File: config.mk
export PLATFORM = sky130hd
export DESIGN_NAME = hamming_secded_byte_codec
export DESIGN_NICKNAME = d
export VERILOG_FILES = /design/src/hdl/hsc_pkg.sv /design/src/hdl/hsc_enc.sv /design/src/hdl/hsc_dec.sv /design/src/hdl/hamming_secded_byte_codec.sv
export SDC_FILE = /design/constraint.sdc
export NUM_CORES = 1
export LEC_CHECK = 0
export ABC_CLOCK_PERIOD_IN_PS = 5200
export CAP_MARGIN = 20
export CORE_ASPECT_RATIO = 1.4
export CORE_MARGIN = 2
export CORE_UTILIZATION = 30
export DETAILED_ROUTE_END_ITERATION = 7
export DONT_BUFFER_PORTS = 1
export PLACE_DENSITY = 0.41
export SLEW_MARGIN = 20
export SYNTH_ARGS = -nofsm -noshare
export SYNTH_HDL_FRONTEND = slang
export SYNTH_SLANG_ARGS = --single-unit
export TNS_END_PERCENT = 10
File: constraint.sdc
create_clock -name clk -period 5.2 [get_ports clk]
set_clock_uncertainty 0.1 [all_clocks]
set_input_delay 0.52 -clock clk [delete_from_list [all_inputs] [get_ports clk]]
set_output_delay 0.52 -clock clk [all_outputs]
set_load 0.005 [all_outputs]
File: src/hdl/hsc_pkg.sv
// Package for the Hamming(8,4) SECDED byte codec: item types and code helpers.
`default_nettype none

package hsc_pkg;

  localparam int unsigned DataW = 16;
  localparam int unsigned ByteW = 8;

  localparam logic MODE_ENCODE = 1'b0;
  localparam logic MODE_DECODE = 1'b1;

  typedef struct packed {
    logic             mode;
    logic [DataW-1:0] data_in;
  } hsc_in_t;

  typedef struct packed {
    logic [DataW-1:0] code_out;
    logic [ByteW-1:0] data_out;
    logic [DataW-1:0] error_mask;
    logic             uncorrectable;
  } hsc_out_t;

  // Result of checking one codeword
  typedef struct packed {
    logic             ok;
    logic [ByteW-1:0] word;
  } hsc_dec_res_t;

  // Bit of the codeword to flip for a given syndrome
  function automatic logic [ByteW-1:0] fix_bit(input logic [2:0] syn);
    logic [ByteW-1:0] m;
    case (syn)
      3'd1:    m = 8'h02;
      3'd2:    m = 8'h04;
      3'd3:    m = 8'h40;
      3'd4:    m = 8'h08;
      3'd5:    m = 8'h20;
      3'd6:    m = 8'h80;
      3'd7:    m = 8'h10;
      default: m = 8'h00;
    endcase
    return m;
  endfunction

endpackage

`default_nettype wire

File: src/hdl/hsc_enc.sv
// Encoder: one data byte into two Hamming(8,4) SECDED codewords.
`default_nettype none

module hsc_enc (
  input  wire logic [hsc_pkg::ByteW-1:0] data,
  output logic      [hsc_pkg::DataW-1:0] code
);
  import hsc_pkg::*;

  logic [ByteW-1:0] word_lo;
  logic [ByteW-1:0] word_hi;

  // Build one codeword per nibble
  function automatic logic [ByteW-1:0] enc_nibble(input logic [3:0] d);
    logic h0;
    logic h1;
    logic h2;
    logic p;
    h0 = d[0] ^ d[1] ^ d[2];
    h1 = d[0] ^ d[2] ^ d[3];
    h2 = d[0] ^ d[1] ^ d[3];
    p  = h0 ^ h1 ^ h2 ^ (^d);
    return {d, h2, h1, h0, p};
  endfunction

  always_comb begin
    word_lo = enc_nibble(data[3:0]);
    word_hi = enc_nibble(data[7:4]);
  end

  assign code = {word_hi, word_lo};

endmodule

`default_nettype wire

File: src/hdl/hsc_dec.sv
// Decoder for one codeword: syndrome, overall parity, single-bit repair.
`default_nettype none

module hsc_dec (
  input  wire logic [hsc_pkg::ByteW-1:0] word,
  output hsc_pkg::hsc_dec_res_t          res
);
  import hsc_pkg::*;

  logic       p;
  logic [2:0] syn;

  // Parity of bits 1..7 and the three check sums
  always_comb begin
    p      = ^word[7:1];
    syn[0] = word[1] ^ word[4] ^ word[5] ^ word[6];
    syn[1] = word[2] ^ word[4] ^ word[6] ^ word[7];
    syn[2] = word[3] ^ word[4] ^ word[5] ^ word[7];
  end

  // Repair parity bit alone, flag double errors, else flip the bad bit
  always_comb begin
    if (syn == 3'd0) begin
      res.ok   = 1'b1;
      res.word = {word[7:1], p};
    end else if (p == word[0]) begin
      res.ok   = 1'b0;
      res.word = '0;
    end else begin
      res.ok   = 1'b1;
      res.word = word ^ fix_bit(syn);
    end
  end

endmodule

`default_nettype wire

File: src/hdl/hamming_secded_byte_codec.sv
// Top level of the Hamming(8,4) SECDED byte codec.
// Data path: the input register, then the result register; the codec logic
// between them is combinational.
// Throughput: one item per cycle, limited only by downstream stall.
// Reset: synchronous rst clears both valid flags; payload registers keep data.
`default_nettype none

module hamming_secded_byte_codec (
  input  wire logic              clk,
  input  wire logic              rst,
  input  wire logic              src_valid,
  output logic                   src_stall,
  input  wire hsc_pkg::hsc_in_t  src_item,
  output logic                   dst_valid,
  input  wire logic              dst_stall,
  output hsc_pkg::hsc_out_t      dst_item
);
  import hsc_pkg::*;

  logic         stage_valid;
  hsc_in_t      stage_item;
  logic         stage_load;
  logic         out_load;
  logic [DataW-1:0] enc_code;
  hsc_dec_res_t dec_hi;
  hsc_dec_res_t dec_lo;
  hsc_out_t     result_next;

  // Advance when the next stage is empty or drains this cycle
  assign out_load   = !dst_valid || !dst_stall;
  assign src_stall  = stage_valid && !out_load;
  assign stage_load = src_valid && !src_stall;

  // Input register
  always_ff @(posedge clk) begin
    if (rst) begin
      stage_valid <= 1'b0;
    end else if (!stage_valid || out_load) begin
      stage_valid <= stage_load;
    end
  end

  always_ff @(posedge clk) begin
    if (stage_load) begin
      stage_item <= src_item;
    end
  end

  hsc_enc u_enc (
    .data (stage_item.data_in[ByteW-1:0]),
    .code (enc_code)
  );

  hsc_dec u_dec_hi (
    .word (stage_item.data_in[DataW-1:ByteW]),
    .res  (dec_hi)
  );

  hsc_dec u_dec_lo (
    .word (stage_item.data_in[ByteW-1:0]),
    .res  (dec_lo)
  );

  // Select encode or decode result; on a double error zero the payload and flag it
  always_comb begin
    result_next = '0;
    if (stage_item.mode == MODE_ENCODE) begin
      result_next.code_out = enc_code;
    end else if (dec_hi.ok && dec_lo.ok) begin
      result_next.code_out   = {dec_hi.word, dec_lo.word};
      result_next.data_out   = {dec_hi.word[7:4], dec_lo.word[7:4]};
      result_next.error_mask = stage_item.data_in ^ {dec_hi.word, dec_lo.word};
    end else begin
      result_next.uncorrectable = 1'b1;
    end
  end

  // Result register
  always_ff @(posedge clk) begin
    if (rst) begin
      dst_valid <= 1'b0;
    end else if (out_load) begin
      dst_valid <= stage_valid;
    end
  end

  always_ff @(posedge clk) begin
    if (out_load && stage_valid) begin
      dst_item <= result_next;
    end
  end

endmodule

`default_nettype wire

## Word level (Yosys, flattened, before mapping)

Cells that the tools add are included.

- Flip-flop bits (word level): 60
- Bits of input ports: 21
- Output and inout port bits: 43
- Word-level logic and storage cells: 92

- Equality and inequality tests: 16
- Mux-type cells: 13
- Bitwise operators: 37
- Reduce and logical (&&, ||, !) cells: 18

Operator list:

| operator | number |
|---|---|
| $pmux 8 s7 | 2 |
| $mux 40 | 1 |
| $mux 9 | 4 |
| $xor 1x1->1 | 34 |
| $mux 8 | 4 |
| $eq 3x3->1 const B | 8 |
| $mux 16 | 1 |
| $xor 16x16->16 | 1 |
| $xor 8x8->8 | 2 |
| $reduce_xor 7->1 | 2 |
| $eq 3x2->1 const B | 4 |
| $reduce_xor 4->1 | 2 |
| $eq 3x1->1 const B | 2 |
| $logic_not 3->1 | 2 |
| $logic_not 1->1 | 5 |
| $logic_and 1x1->1 | 4 |
| $eq 1x1->1 | 2 |
| $logic_or 1x1->1 | 2 |
| $reduce_and 2->1 | 1 |
| $mux 1 | 1 |

## Logic depth before layout (Yosys ltp)

Gate-level depths: netlist of the first run.

- Word-level depth: 13
- Gate-level depth with buffers: 10
- Mapped depth without buffers: 9

## By module

From an unflattened synthesis of the first run, not the netlist that was laid out.

- Cells, all modules: 291
- Area, all modules: 3397.0 µm²

By module, submodules not included:

| module | instances | cells each | area each (µm²) | sequential area each (µm²) |
|---|---|---|---|---|
| hamming_secded_byte_codec | 1 | 165 | 2388.5 | 1781.7 |
| hsc_dec | 2 | 55 | 371.6 | 0.0 |
| hsc_enc | 1 | 16 | 265.3 | 0.0 |

## Worst setup path before layout of the first run

Ideal clock, no wire load.

- Kind: input-to-reg
- Start point: input dst_stall
- End point: register dst_item[0] in the netlist's numbering, enable pin
- Setup time: 0.502 ns
- Data arrival time: 3.541 ns
- Required time: 4.598 ns
- Slack: 1.057 ns
- Stages on the path: 1
- Buffers on the path: 0
- Cell sequence: a21boi_0

- Word-level cells in the longest chain between the ends: 3

RTL lines:

| element | line | RTL |
|---|---|---|
| start: declaration | hamming_secded_byte_codec.sv:15 | `input wire logic dst_stall,` |
| $logic_not 1->1 | hamming_secded_byte_codec.sv:30 | `assign out_load = !dst_valid \|\| !dst_stall;` |
| $logic_or 1x1->1 | hamming_secded_byte_codec.sv:30 |  |
| $logic_and 1x1->1 | hamming_secded_byte_codec.sv:88 | `if (out_load && stage_valid) begin` |
| end signal: assignment | hamming_secded_byte_codec.sv:89 | `dst_item <= result_next;` |
| end: declaration | hamming_secded_byte_codec.sv:16 | `output hsc_pkg::hsc_out_t dst_item` |

No other way between the ends.
A chain may end at the register's enable or synchronous reset.

==> metrics, run 1 <==
largest net degree at the start of global routing 42; VDD IR max around 0.00016 V; via count around 2100; top area cells in the synthesized netlist edfxtp_1, xnor2_1, nor2_1, xor2_1, o21ai_0; Pins Over Slew Limit 0; CTS Buffer Depth 2; GR Util All Layers 0.132; RD Place Congestion 0.787; core box area 10800 µm²; top cell type's share of synthesized area 0.531; most frequent cells in the layout edfxtp_1, xnor2_1, nor2_1; Hold Buf Count CTS 0; fin util 0.346; total wire length 7290 µm; commonest non-fill, non-tap cell in the layout edfxtp_1; H-tree depth 3; die area around 12000 µm²; startpoint types register; die height about 130 µm; Hold Path Class in -> reg; post-CTS setup repair buffer count 0; Lkg Pwr 1.23 nW; RSZ-0062 raised after global routing no; Placed Instances around 400; P per Cell Area between 400 and 500 nW/µm²; Non-Filler Instances 428; chip width 92.4 µm; total gr overflow 0; Max Fanout on Critical Path 25; CTS tree yes; 1st-iter DRT viols around 140; post-route ant nets 0; via/cell ratio between 4 and 5; FMAX between 0.2 and 0.3 GHz; later-pin clock latency in the skew report between 0.3 and 0.4 ns; Yosys cell types 54; CP endpoint kind register; port bufs 0; pre-CTS setup slack around 1.8 ns; # setup viols final 0; Synth Register Bits 60; drt drc 0; DRT Pass-1 Iters 4; Initial Util 0.305; worst setup path class reg -> reg; Final period util 0.642; first-pass GRT wire length about 12000 µm; initial antenna violation count 0; crit path from stage_item[4]; cts bufs inserted 9; Ports 64; final hold vios 0; Least-Margin Pin Slew a little over 0.9 ns; Post-Syn Instances roughly 290; Layout area overhead 13.4%; leading area contributor after synthesis edfxtp_1; synthesis warning total 0; commonest register cell after synthesis edfxtp_1; Crit Reg-Reg Startpoint stage_item[4]; # rows 45; synthesized area per cell between 10 and 15 µm²; setup TNS 0 ns; Tmin final 3.34 ns; net count after synthesis between 300 and 400; dpl hpwl between 5000 and 6000 µm; required time of the critical path slightly above 5 ns; Final Power roughly 0.0016 W; clock tree sinks 60; Final Net Count a little over 300; clock root cell clkbuf_16; Hold Path Origin rst; cts repair resizes 0; Mapped Area ~3300 µm²; Clock Pin Slew Worst Setup and Hold Paths ~0.050 ns; number of enable flip-flop cells after synthesis between 50 and 60; Arrival @ worst endpoint between 3 and 4 ns; max-cap violations 0; ANT cells 0; ys async rst share 0; Seq/Total Area, Yosys 0.543; WL per Instance approximately 17 µm; number of global-route vias before repair about 2200; layout cell share with drive strength beyond 1 0.0941; status completed; relative slew slack 0.393; post-route setup slack ~1.9 ns
==> path summary, 6_finish.rpt <==
path,slack (ns),cells after the start,to
worst min-delay path,0.15,1,dst_valid
worst max register to register,1.86,8,dst_item[40]
worst max-delay path,1.86,8,dst_item[40]
worst min register to register,0.39,2,dst_valid
==> stage by stage <==
stage          hold WS (ns)  instance area [µm²]
2_1_floorplan         0.344                 3280
3_3_place_gp          0.370                 3390
3_5_place_dp          0.388                 3390
4_1_cts               0.141                 3720
5_1_grt               0.145                 3720
6_report              0.155                 3720
==> layout make-up <==
class / instances / area (µm²)
Clock inverter: 6 / 103
Sequential cell: 60 / 1780
Clock buffer: 10 / 229
Tap cell: 141 / 176
Fill cell: 1073 / 7030
Multi-Input combinational cell: 198 / 1370
Timing Repair Buffer: 3 / 22.5
Inverter: 10 / 37.5
==> worst max-delay path, cell delays in order, from the launching register on <==
cell,delay (ns)
edfxtp_1,0.52
xnor2_2,0.56
xnor2_2,0.23
xnor2_1,0.18
ha_1,0.41
inv_1,0.17
o221ai_2,0.37
buf_4,0.35
o22ai_1,0.14
==> per-layer routing <==
| layer | up-vias | wire [µm] | track usage | share of wire |
|---|---|---|---|---|
| met1 | 1006 | 3420 | 0.170 | 0.47 |
| met5 | - | 0 | 0 | 0 |
| met4 | 0 | 150 | 0.0597 | 0.021 |
| met2 | 59 | 3400 | 0.201 | 0.47 |
| met3 | 11 | 318 | 0.0423 | 0.044 |
| li1 | 1032 | - | - | - |
==> report_power, final <==
group | switching [W] | total (W) | internal (W)
clock network | 0.000203 | 0.000666 | 0.000463
logic | 0.000177 | 0.000286 | 0.000109
registers | 0.0000357 | 0.000615 | 0.000579
total | 0.000416 | 0.00157 | 0.00115
==> registers in the layout, summed over array words and instances, names as in the netlist <==
signal and cells:
stage_item 17, dst_item 41, dst_valid 1, stage_valid 1
==> kinds of logic (layout without fill, tap and decap cells) <==
group,after synthesis,after routing,share of synthesized area
AOI/OAI and AO/OA,54,54,0.107
DFF,60,60,0.543
buffers and inverters,28,29,0.0423
muxes,4,4,0.0130
adders and majority gates,2,2,0.00763
xor gates and xnor gates,51,51,0.148
and+or+nand+nor,87,87,0.139
==> Yosys cell counts (3+ instances only) <==
master    instances
xnor2_2           3
nor2b_1          10
o22ai_1           7
xor2_1           11
nand2_1           7
clkbuf_1          4
inv_1             9
buf_2             9
or3_1             3
nor2_1           29
nor4_1            3
xnor2_1          36
o21ai_0          16
a21oi_1          10
nand3_1           9
nor3_1           12
edfxtp_1         58
Note: power is estimated with default switching activity, not from simulation.
==> inputs of run 2 (changes only) <==
--- a/config.mk
+++ b/config.mk
@@ -5,14 +5,14 @@
 export SDC_FILE = /design/constraint.sdc
 export NUM_CORES = 1
 export LEC_CHECK = 0
-export ABC_CLOCK_PERIOD_IN_PS = 5200
+export ABC_CLOCK_PERIOD_IN_PS = 2700
 export CAP_MARGIN = 20
 export CORE_ASPECT_RATIO = 1.4
 export CORE_MARGIN = 2
 export CORE_UTILIZATION = 30
 export DETAILED_ROUTE_END_ITERATION = 7
 export DONT_BUFFER_PORTS = 1
-export PLACE_DENSITY = 0.41
+export PLACE_DENSITY = 0.42
 export SLEW_MARGIN = 20
 export SYNTH_ARGS = -nofsm -noshare
 export SYNTH_HDL_FRONTEND = slang
==> constraint.sdc (replaced) <==
create_clock -name clk -period 2.7 [get_ports clk]
set_clock_uncertainty 0.1 [all_clocks]
set_input_delay 0.27 -clock clk [delete_from_list [all_inputs] [get_ports clk]]
set_output_delay 0.27 -clock clk [all_outputs]
set_load 0.005 [all_outputs]
==> run 2 against run 1 <==
  * Clock-buffer cell count is 1 lower
  * Combinational power is 140% higher
  * Global-route usage is 0.81 points higher
  * Cell count is 11% higher
  * Highest routed layer unchanged
  * Via count is 6.7% higher
  * Worst hold slack better by 0.069 ns
  * Total power is 86% higher
  * Sequential cell count stayed put
  * Final area is 9.8% higher
  * First-iteration DRC count is 7.0% higher
==> metrics, run 2 (same netlist as run 1, synthesis figures left out) <==
Lkg Pwr roughly 1.4 nW; Endpoint, Worst Hold stage_valid; most frequent cells in the layout edfxtp_1, xnor2_1, buf_4; first-pass GRT wire length approximately 12000 µm; CP max stage cell edfxtp_1; commonest non-fill, non-tap cell in the layout edfxtp_1; via/cell ratio between 4 and 5; Max Fanout on Critical Path 25; FMAX a little under 0.4 GHz; P per Cell Area between 700 and 800 nW/µm²; status completed; Final Net Count about 350; Min Hold Slack between 0.2 and 0.25 ns; Layout area overhead 24.5%; WL per Instance ~16 µm; Pins Over Slew Limit 0; die height between 100 and 150 µm; Hold Path Origin dst_stall; Initial Util 0.305; via count between 2000 and 2500; setup TNS 0 ns; largest net degree at the start of global routing 42; clock tree sinks 60; CP endpoint kind register; slowest cell delay on critical path 0.50 ns; worst setup path class reg -> reg; Hold Path Class in -> reg; initial antenna violation count 0; GR Util All Layers 0.140; Biggest register dst_item; startpoint types register; worst flop-to-flop path endpoint dst_item[37]; hold path cells 3; chip width about 90 µm; final instance area 4080 µm²; Tmin final around 2.5 ns; R2R depth 8; drt drc 0; Arrival @ worst endpoint around 2.5 ns; ANT cells 0; post-CTS setup repair buffer count 0; clock root cell clkbuf_16; Least-Margin Pin Slew around 0.52 ns; # setup viols final 0; CTS Buffer Depth 2; relative slew slack 0.653; CP most frequent cell xnor2_2; final hold vios 0; Worst R2R Setup Slack 0.18 ns; Final period util 0.933; DRT Pass-1 Iters 4; cts bufs inserted 9; layout cell share with drive strength beyond 1 0.171; die area approximately 12000 µm²; required time of the critical path 2.66 ns; Ports 64; CTS tree yes; critical path cell sequence xnor2_2 -> xnor2_2 -> xnor2_1 -> ha_1 -> inv_1 -> o221ai_2 -> buf_4 -> o22ai_1; fin util 0.380; number of global-route vias before repair 2273; max-cap violations 0; port bufs 0; top flop regs dst_item x41, stage_item x17; H-tree depth 3; # rows 45; dpl hpwl 5540 µm; later-pin clock latency in the skew report around 0.33 ns; max reg flops 41; Clock Pin Slew Worst Setup and Hold Paths roughly 0.05 ns; total gr overflow 0; 1st-iter DRT viols between 150 and 200; post-route ant nets 0; RD Place Congestion slightly below 0.8; core box area 10800 µm²; Crit Reg-Reg Startpoint stage_item[4]; placed inst area ~3600 µm²; VDD IR max ~0.00031 V; total wire length approximately 7600 µm
==> run 2: changes by cell type in the layout (fill, tap and decap cells not counted), sizes merged <==
| cell | change |
|---|---|
| buf | +27 |
| clkbuf | -1 |
| clkinv | +3 |
| dlygate4sd3 | +20 |
| bufinv | -2 |
==> run 2: power breakdown <==
group / internal [W] / switching, W
clock network: 0.000699 / 0.000386
logic: 0.000287 / 0.000390
registers: 0.00112 / 0.0000409
total: 0.00210 / 0.000816
==> run 2: area by class of cell <==
cell class	count	area, µm²
Tap cell	141	176
Sequential cell	60	1780
Multi-Input combinational cell	198	1380
Fill cell	1061	6670
Timing Repair Buffer	50	425
Clock inverter	7	57.6
Clock buffer	9	225
Inverter	10	37.5
==> run 2: worst max-delay path by stage <==
stage / from / to / slack [ns] / cells after the start
floorplan: stage_item[6] / dst_item[28] / -0.03 / 10
global placement: stage_item[7] / dst_item[28] / 0.14 / 8
detailed placement: stage_item[12] / dst_item[28] / 0.08 / 8
CTS: stage_item[12] / dst_item[28] / 0.06 / 8
global route: stage_item[12] / dst_item[9] / -0.03 / 9
finish: stage_item[4] / dst_item[37] / 0.18 / 8
==> run 2: layer usage <==
layer | track usage | routed length [µm] | up-vias
li1 | - | - | 1129
met1 | 0.178 | 3460 | 1054
met2 | 0.217 | 3640 | 57
met3 | 0.0400 | 337 | 10
met4 | 0.0685 | 165 | 0
met5 | 0 | 0 | -
==> run 2: what timing repair did <==
action / CTS / global route
endpoints found under the setup margin: 0 / 12
hold buffers: 20 / 0
hold endpoints to repair: 19 / 0
resized for setup: 0 / 2
==> run 2: through the flow <==
stage / instances / total power [W] / worst slack [ns]
final: 475 / 0.00292 / 0.180
after global routing: 475 / 0.00310 / -0.0264
after CTS: 475 / 0.00296 / 0.0552
after detailed placement: 439 / 0.00183 / 0.0770
after global placement: 439 / 0.00183 / 0.138
after floorplan: 286 / 0.00165 / -0.0350
==> run 2: worst max-delay path: cells and delay by family (launching register included) <==
family | cells | cell delay, ns
flops | 1 | 0.50
buf+inv | 2 | 0.44
compound gates | 2 | 0.39
xor+xnor | 3 | 0.53
fa+ha+maj | 1 | 0.29
==> inputs of run 3 (changes only) <==
--- a/config.mk
+++ b/config.mk
@@ -5,11 +5,13 @@
 export SDC_FILE = /design/constraint.sdc
 export NUM_CORES = 1
 export LEC_CHECK = 0
+export ABC_AREA = 1
 export ABC_CLOCK_PERIOD_IN_PS = 2700
 export CAP_MARGIN = 20
 export CORE_ASPECT_RATIO = 1.4
-export CORE_MARGIN = 2
+export CORE_MARGIN = 4
 export CORE_UTILIZATION = 30
+export CTS_BUF_LIST = sky130_fd_sc_hd__clkbuf_4
 export DETAILED_ROUTE_END_ITERATION = 7
 export DONT_BUFFER_PORTS = 1
 export PLACE_DENSITY = 0.42
==> run 3 against run 2 <==
  * Final area fell by 0.80%
  * Maximum frequency rose by 2.6%
  * Register-to-register slack improved by 0.06 ns
  * Cell count grew 20%
  * Routed wire length grew 11%
  * Clock power shrank 42%
  * Global-route usage is 0.97 points lower
  * Worst hold slack gained 0.047 ns
  * Total power decreased by 21%
  * Critical path depth rose by 5
==> metrics, run 3 <==
Arrival @ worst endpoint 2.55 ns; Net Sw Frac 0.318; total wire length ~8400 µm; initial antenna violation count 0; clock tree sinks 60; net switching power 0.000735 W; status completed; leading area contributor after synthesis edfxtp_1; Non-Filler Instances approximately 570; Synth top cells by count nand2_1, edfxtp_1, nand3_1; Min Hold Slack around 0.27 ns; via count 2624; most frequent cells in the layout nand2_1, edfxtp_1, nand3_1; Lkg Pwr about 1.7 nW; chip width about 98 µm; Seq/Total Area, Yosys 0.519; Endpoint, Worst Hold dst_item[27]; Clock Pin Slew Worst Setup and Hold Paths 0.10 ns; RD Place Congestion between 0.8 and 0.9; die area approximately 13000 µm²; Mapped Area 3430 µm²; port bufs 0; Yosys cell types 31; max-cap violations 0; hold path cells 2; total gr overflow 0; clock network fraction of total power 0.270; CTS Buffer Depth 2; synthesis warning total 0; top cell type's share of synthesized area 0.508; DRT Pass-1 Iters 5; CTS tree yes; commonest register cell after synthesis edfxtp_1; 1st-iter DRT viols 129; Synth Register Bits 60; # rows 45; Least-Margin Pin Slew ~0.63 ns; commonest non-fill, non-tap cell in the layout nand2_1; startpoint types register; cts bufs inserted 9; P per Cell Area roughly 570 nW/µm²; clock root cell clkbuf_4; setup TNS 0 ns; dpl hpwl 6460 µm; Layout area overhead 18.1%; GR Util All Layers 0.130; Final period util 0.910; net count after synthesis 404; Crit Reg-Reg Startpoint stage_item[6]; FMAX 0.407 GHz; later-pin clock latency in the skew report 0.43 ns; worst setup path class reg -> reg; Ports 64; final hold vios 0; top flop regs dst_item x41, stage_item x17; ANT cells 0; largest net degree at the start of global routing between 40 and 50; H-tree depth 3; CP endpoint kind register; Comb power frac 0.238; VDD IR max roughly 0.00021 V; Hold Path Class in -> reg; layout cell share with drive strength beyond 1 0.203; first-pass GRT wire length between 10000 and 15000 µm; core box area between 10000 and 15000 µm²; WL per Instance around 15 µm; Final Net Count 446; sequential share of power 0.492; required time of the critical path about 2.8 ns; RSZ-0062 raised after global routing no; ys async rst share 0; # setup viols final 0; top area cells in the synthesized netlist edfxtp_1, nand2_1, nand3_1, inv_1, nor2_1; drt drc 0; most common cell in the netlist nand2_1; Biggest register dst_item; number of global-route vias before repair around 2600; worst flop-to-flop path endpoint dst_item[18]; Post-Syn Instances roughly 380; via/cell ratio approximately 4.6; Tmin final about 2.5 ns; Initial Util 0.311; post-route ant nets 0; number of enable flip-flop cells after synthesis 58; die height 135 µm; relative slew slack 0.579; synthesized area per cell roughly 9 µm²; Int Power 0.00157 W; R2R depth 13; Worst R2R Setup Slack about 0.24 ns; Placed Instances around 530; FILL cells ~1200; Pins Over Slew Limit 0; Max Fanout on Critical Path 12; max reg flops between 40 and 50; Hold Path Origin dst_stall
==> run 3: cell types whose count changed after synthesis, moves of 6 or more <==
| cell | change |
|---|---|
| nand2_1 | +122 |
| xnor2_1 | -31 |
| nand3_1 | +30 |
| inv_1 | +17 |
| nor3_1 | -12 |
| nor2b_1 | -10 |
| a21oi_2 | +8 |
| nand2_2 | +7 |
| o22ai_1 | -7 |
| o21ai_2 | +6 |
==> run 3: timing repair <==
action	CTS	global route
endpoints found under the setup margin	1	20
hold buffers	20	0
hold endpoints to repair	19	0
gates resized for setup	1	0
gates cloned	0	0
setup buffers	0	7
pin swaps	0	1
==> run 3: layout make-up <==
class	count	area (µm²)	share of cell area
tap	141	176	0.0436
clock inverter	6	55.1	0.0136
clock buffer	10	75.1	0.0185
sequential	60	1780	0.440
inverter	32	123	0.0303
timing repair buffer	46	395	0.0976
multi-input combinational	274	1440	0.357
==> run 3: how the worst max path moves through the flow <==
stage | startpoint | to | slack (ns) | cells after the start
floorplan | stage_item[12] | dst_item[28] | 0.37 | 14
global placement | stage_item[6] | dst_item[6] | 0.07 | 13
detailed placement | stage_item[6] | dst_item[6] | 0.03 | 13
CTS | stage_item[2] | dst_item[6] | 0.08 | 13
global route | stage_item[6] | dst_item[18] | 0.06 | 13
finish | stage_item[6] | dst_item[18] | 0.24 | 13
==> run 3: logic make-up (layout without fill, tap and decap cells) <==
| group | after synthesis | count (layout) | share of synthesized area |
|---|---|---|---|
| AO/OA/AOI/OAI | 37 | 37 | 0.0755 |
| XOR/XNOR | 16 | 16 | 0.0408 |
| adder cells (fa/ha/maj) | 2 | 2 | 0.00729 |
| buffers and inverters | 47 | 94 | 0.0631 |
| flip-flops | 60 | 60 | 0.519 |
| AND/OR/NAND/NOR | 219 | 219 | 0.294 |
==> run 3: power by group through the flow <==
stage,Sequential (W),Clock [W],Combinational [W]
6_report,0.00113,0.000623,0.000550
5_1_grt,0.00114,0.000686,0.000617
4_1_cts,0.00114,0.000648,0.000536
3_5_place_dp,0.00116,0,0.000512
3_3_place_gp,0.00116,0,0.000512
2_1_floorplan,0.00114,0,0.000404
==> run 3: metal layers <==
metal | GRT usage | vias up | part of all wire
met4 | 0.0797 | 0 | 0.036
met5 | 0 | - | 0
li1 | - | 1347 | -
met1 | 0.138 | 1199 | 0.41
met2 | 0.225 | 60 | 0.51
met3 | 0.0377 | 18 | 0.044
==> run 3: stage by stage <==
| stage | power (W) | setup WS, ns | utilization | area [µm²] |
|---|---|---|---|---|
| CTS | 0.00232 | 0.0757 | 0.362 | 4000 |
| global placement | 0.00167 | 0.0677 | 0.332 | 3670 |
| global route | 0.00244 | 0.0583 | 0.367 | 4050 |
| finish | 0.00231 | 0.243 | 0.367 | 4050 |
| floorplan | 0.00154 | 0.374 | - | 3430 |
| detailed placement | 0.00167 | 0.0308 | 0.332 | 3670 |
==> run 3: worst max-delay path: stages (launching register included) <==
cell and delay, ns:
edfxtp_1 0.51, inv_2 0.17, nand2_1 0.09, nand2_1 0.06
nand2_1 0.04, nand2_1 0.10, inv_1 0.06, nand2_1 0.06
nand2_1 0.08, ha_1 0.35, nand2_4 0.11, nand3_4 0.16
buf_4 0.23, nor2_1 0.07
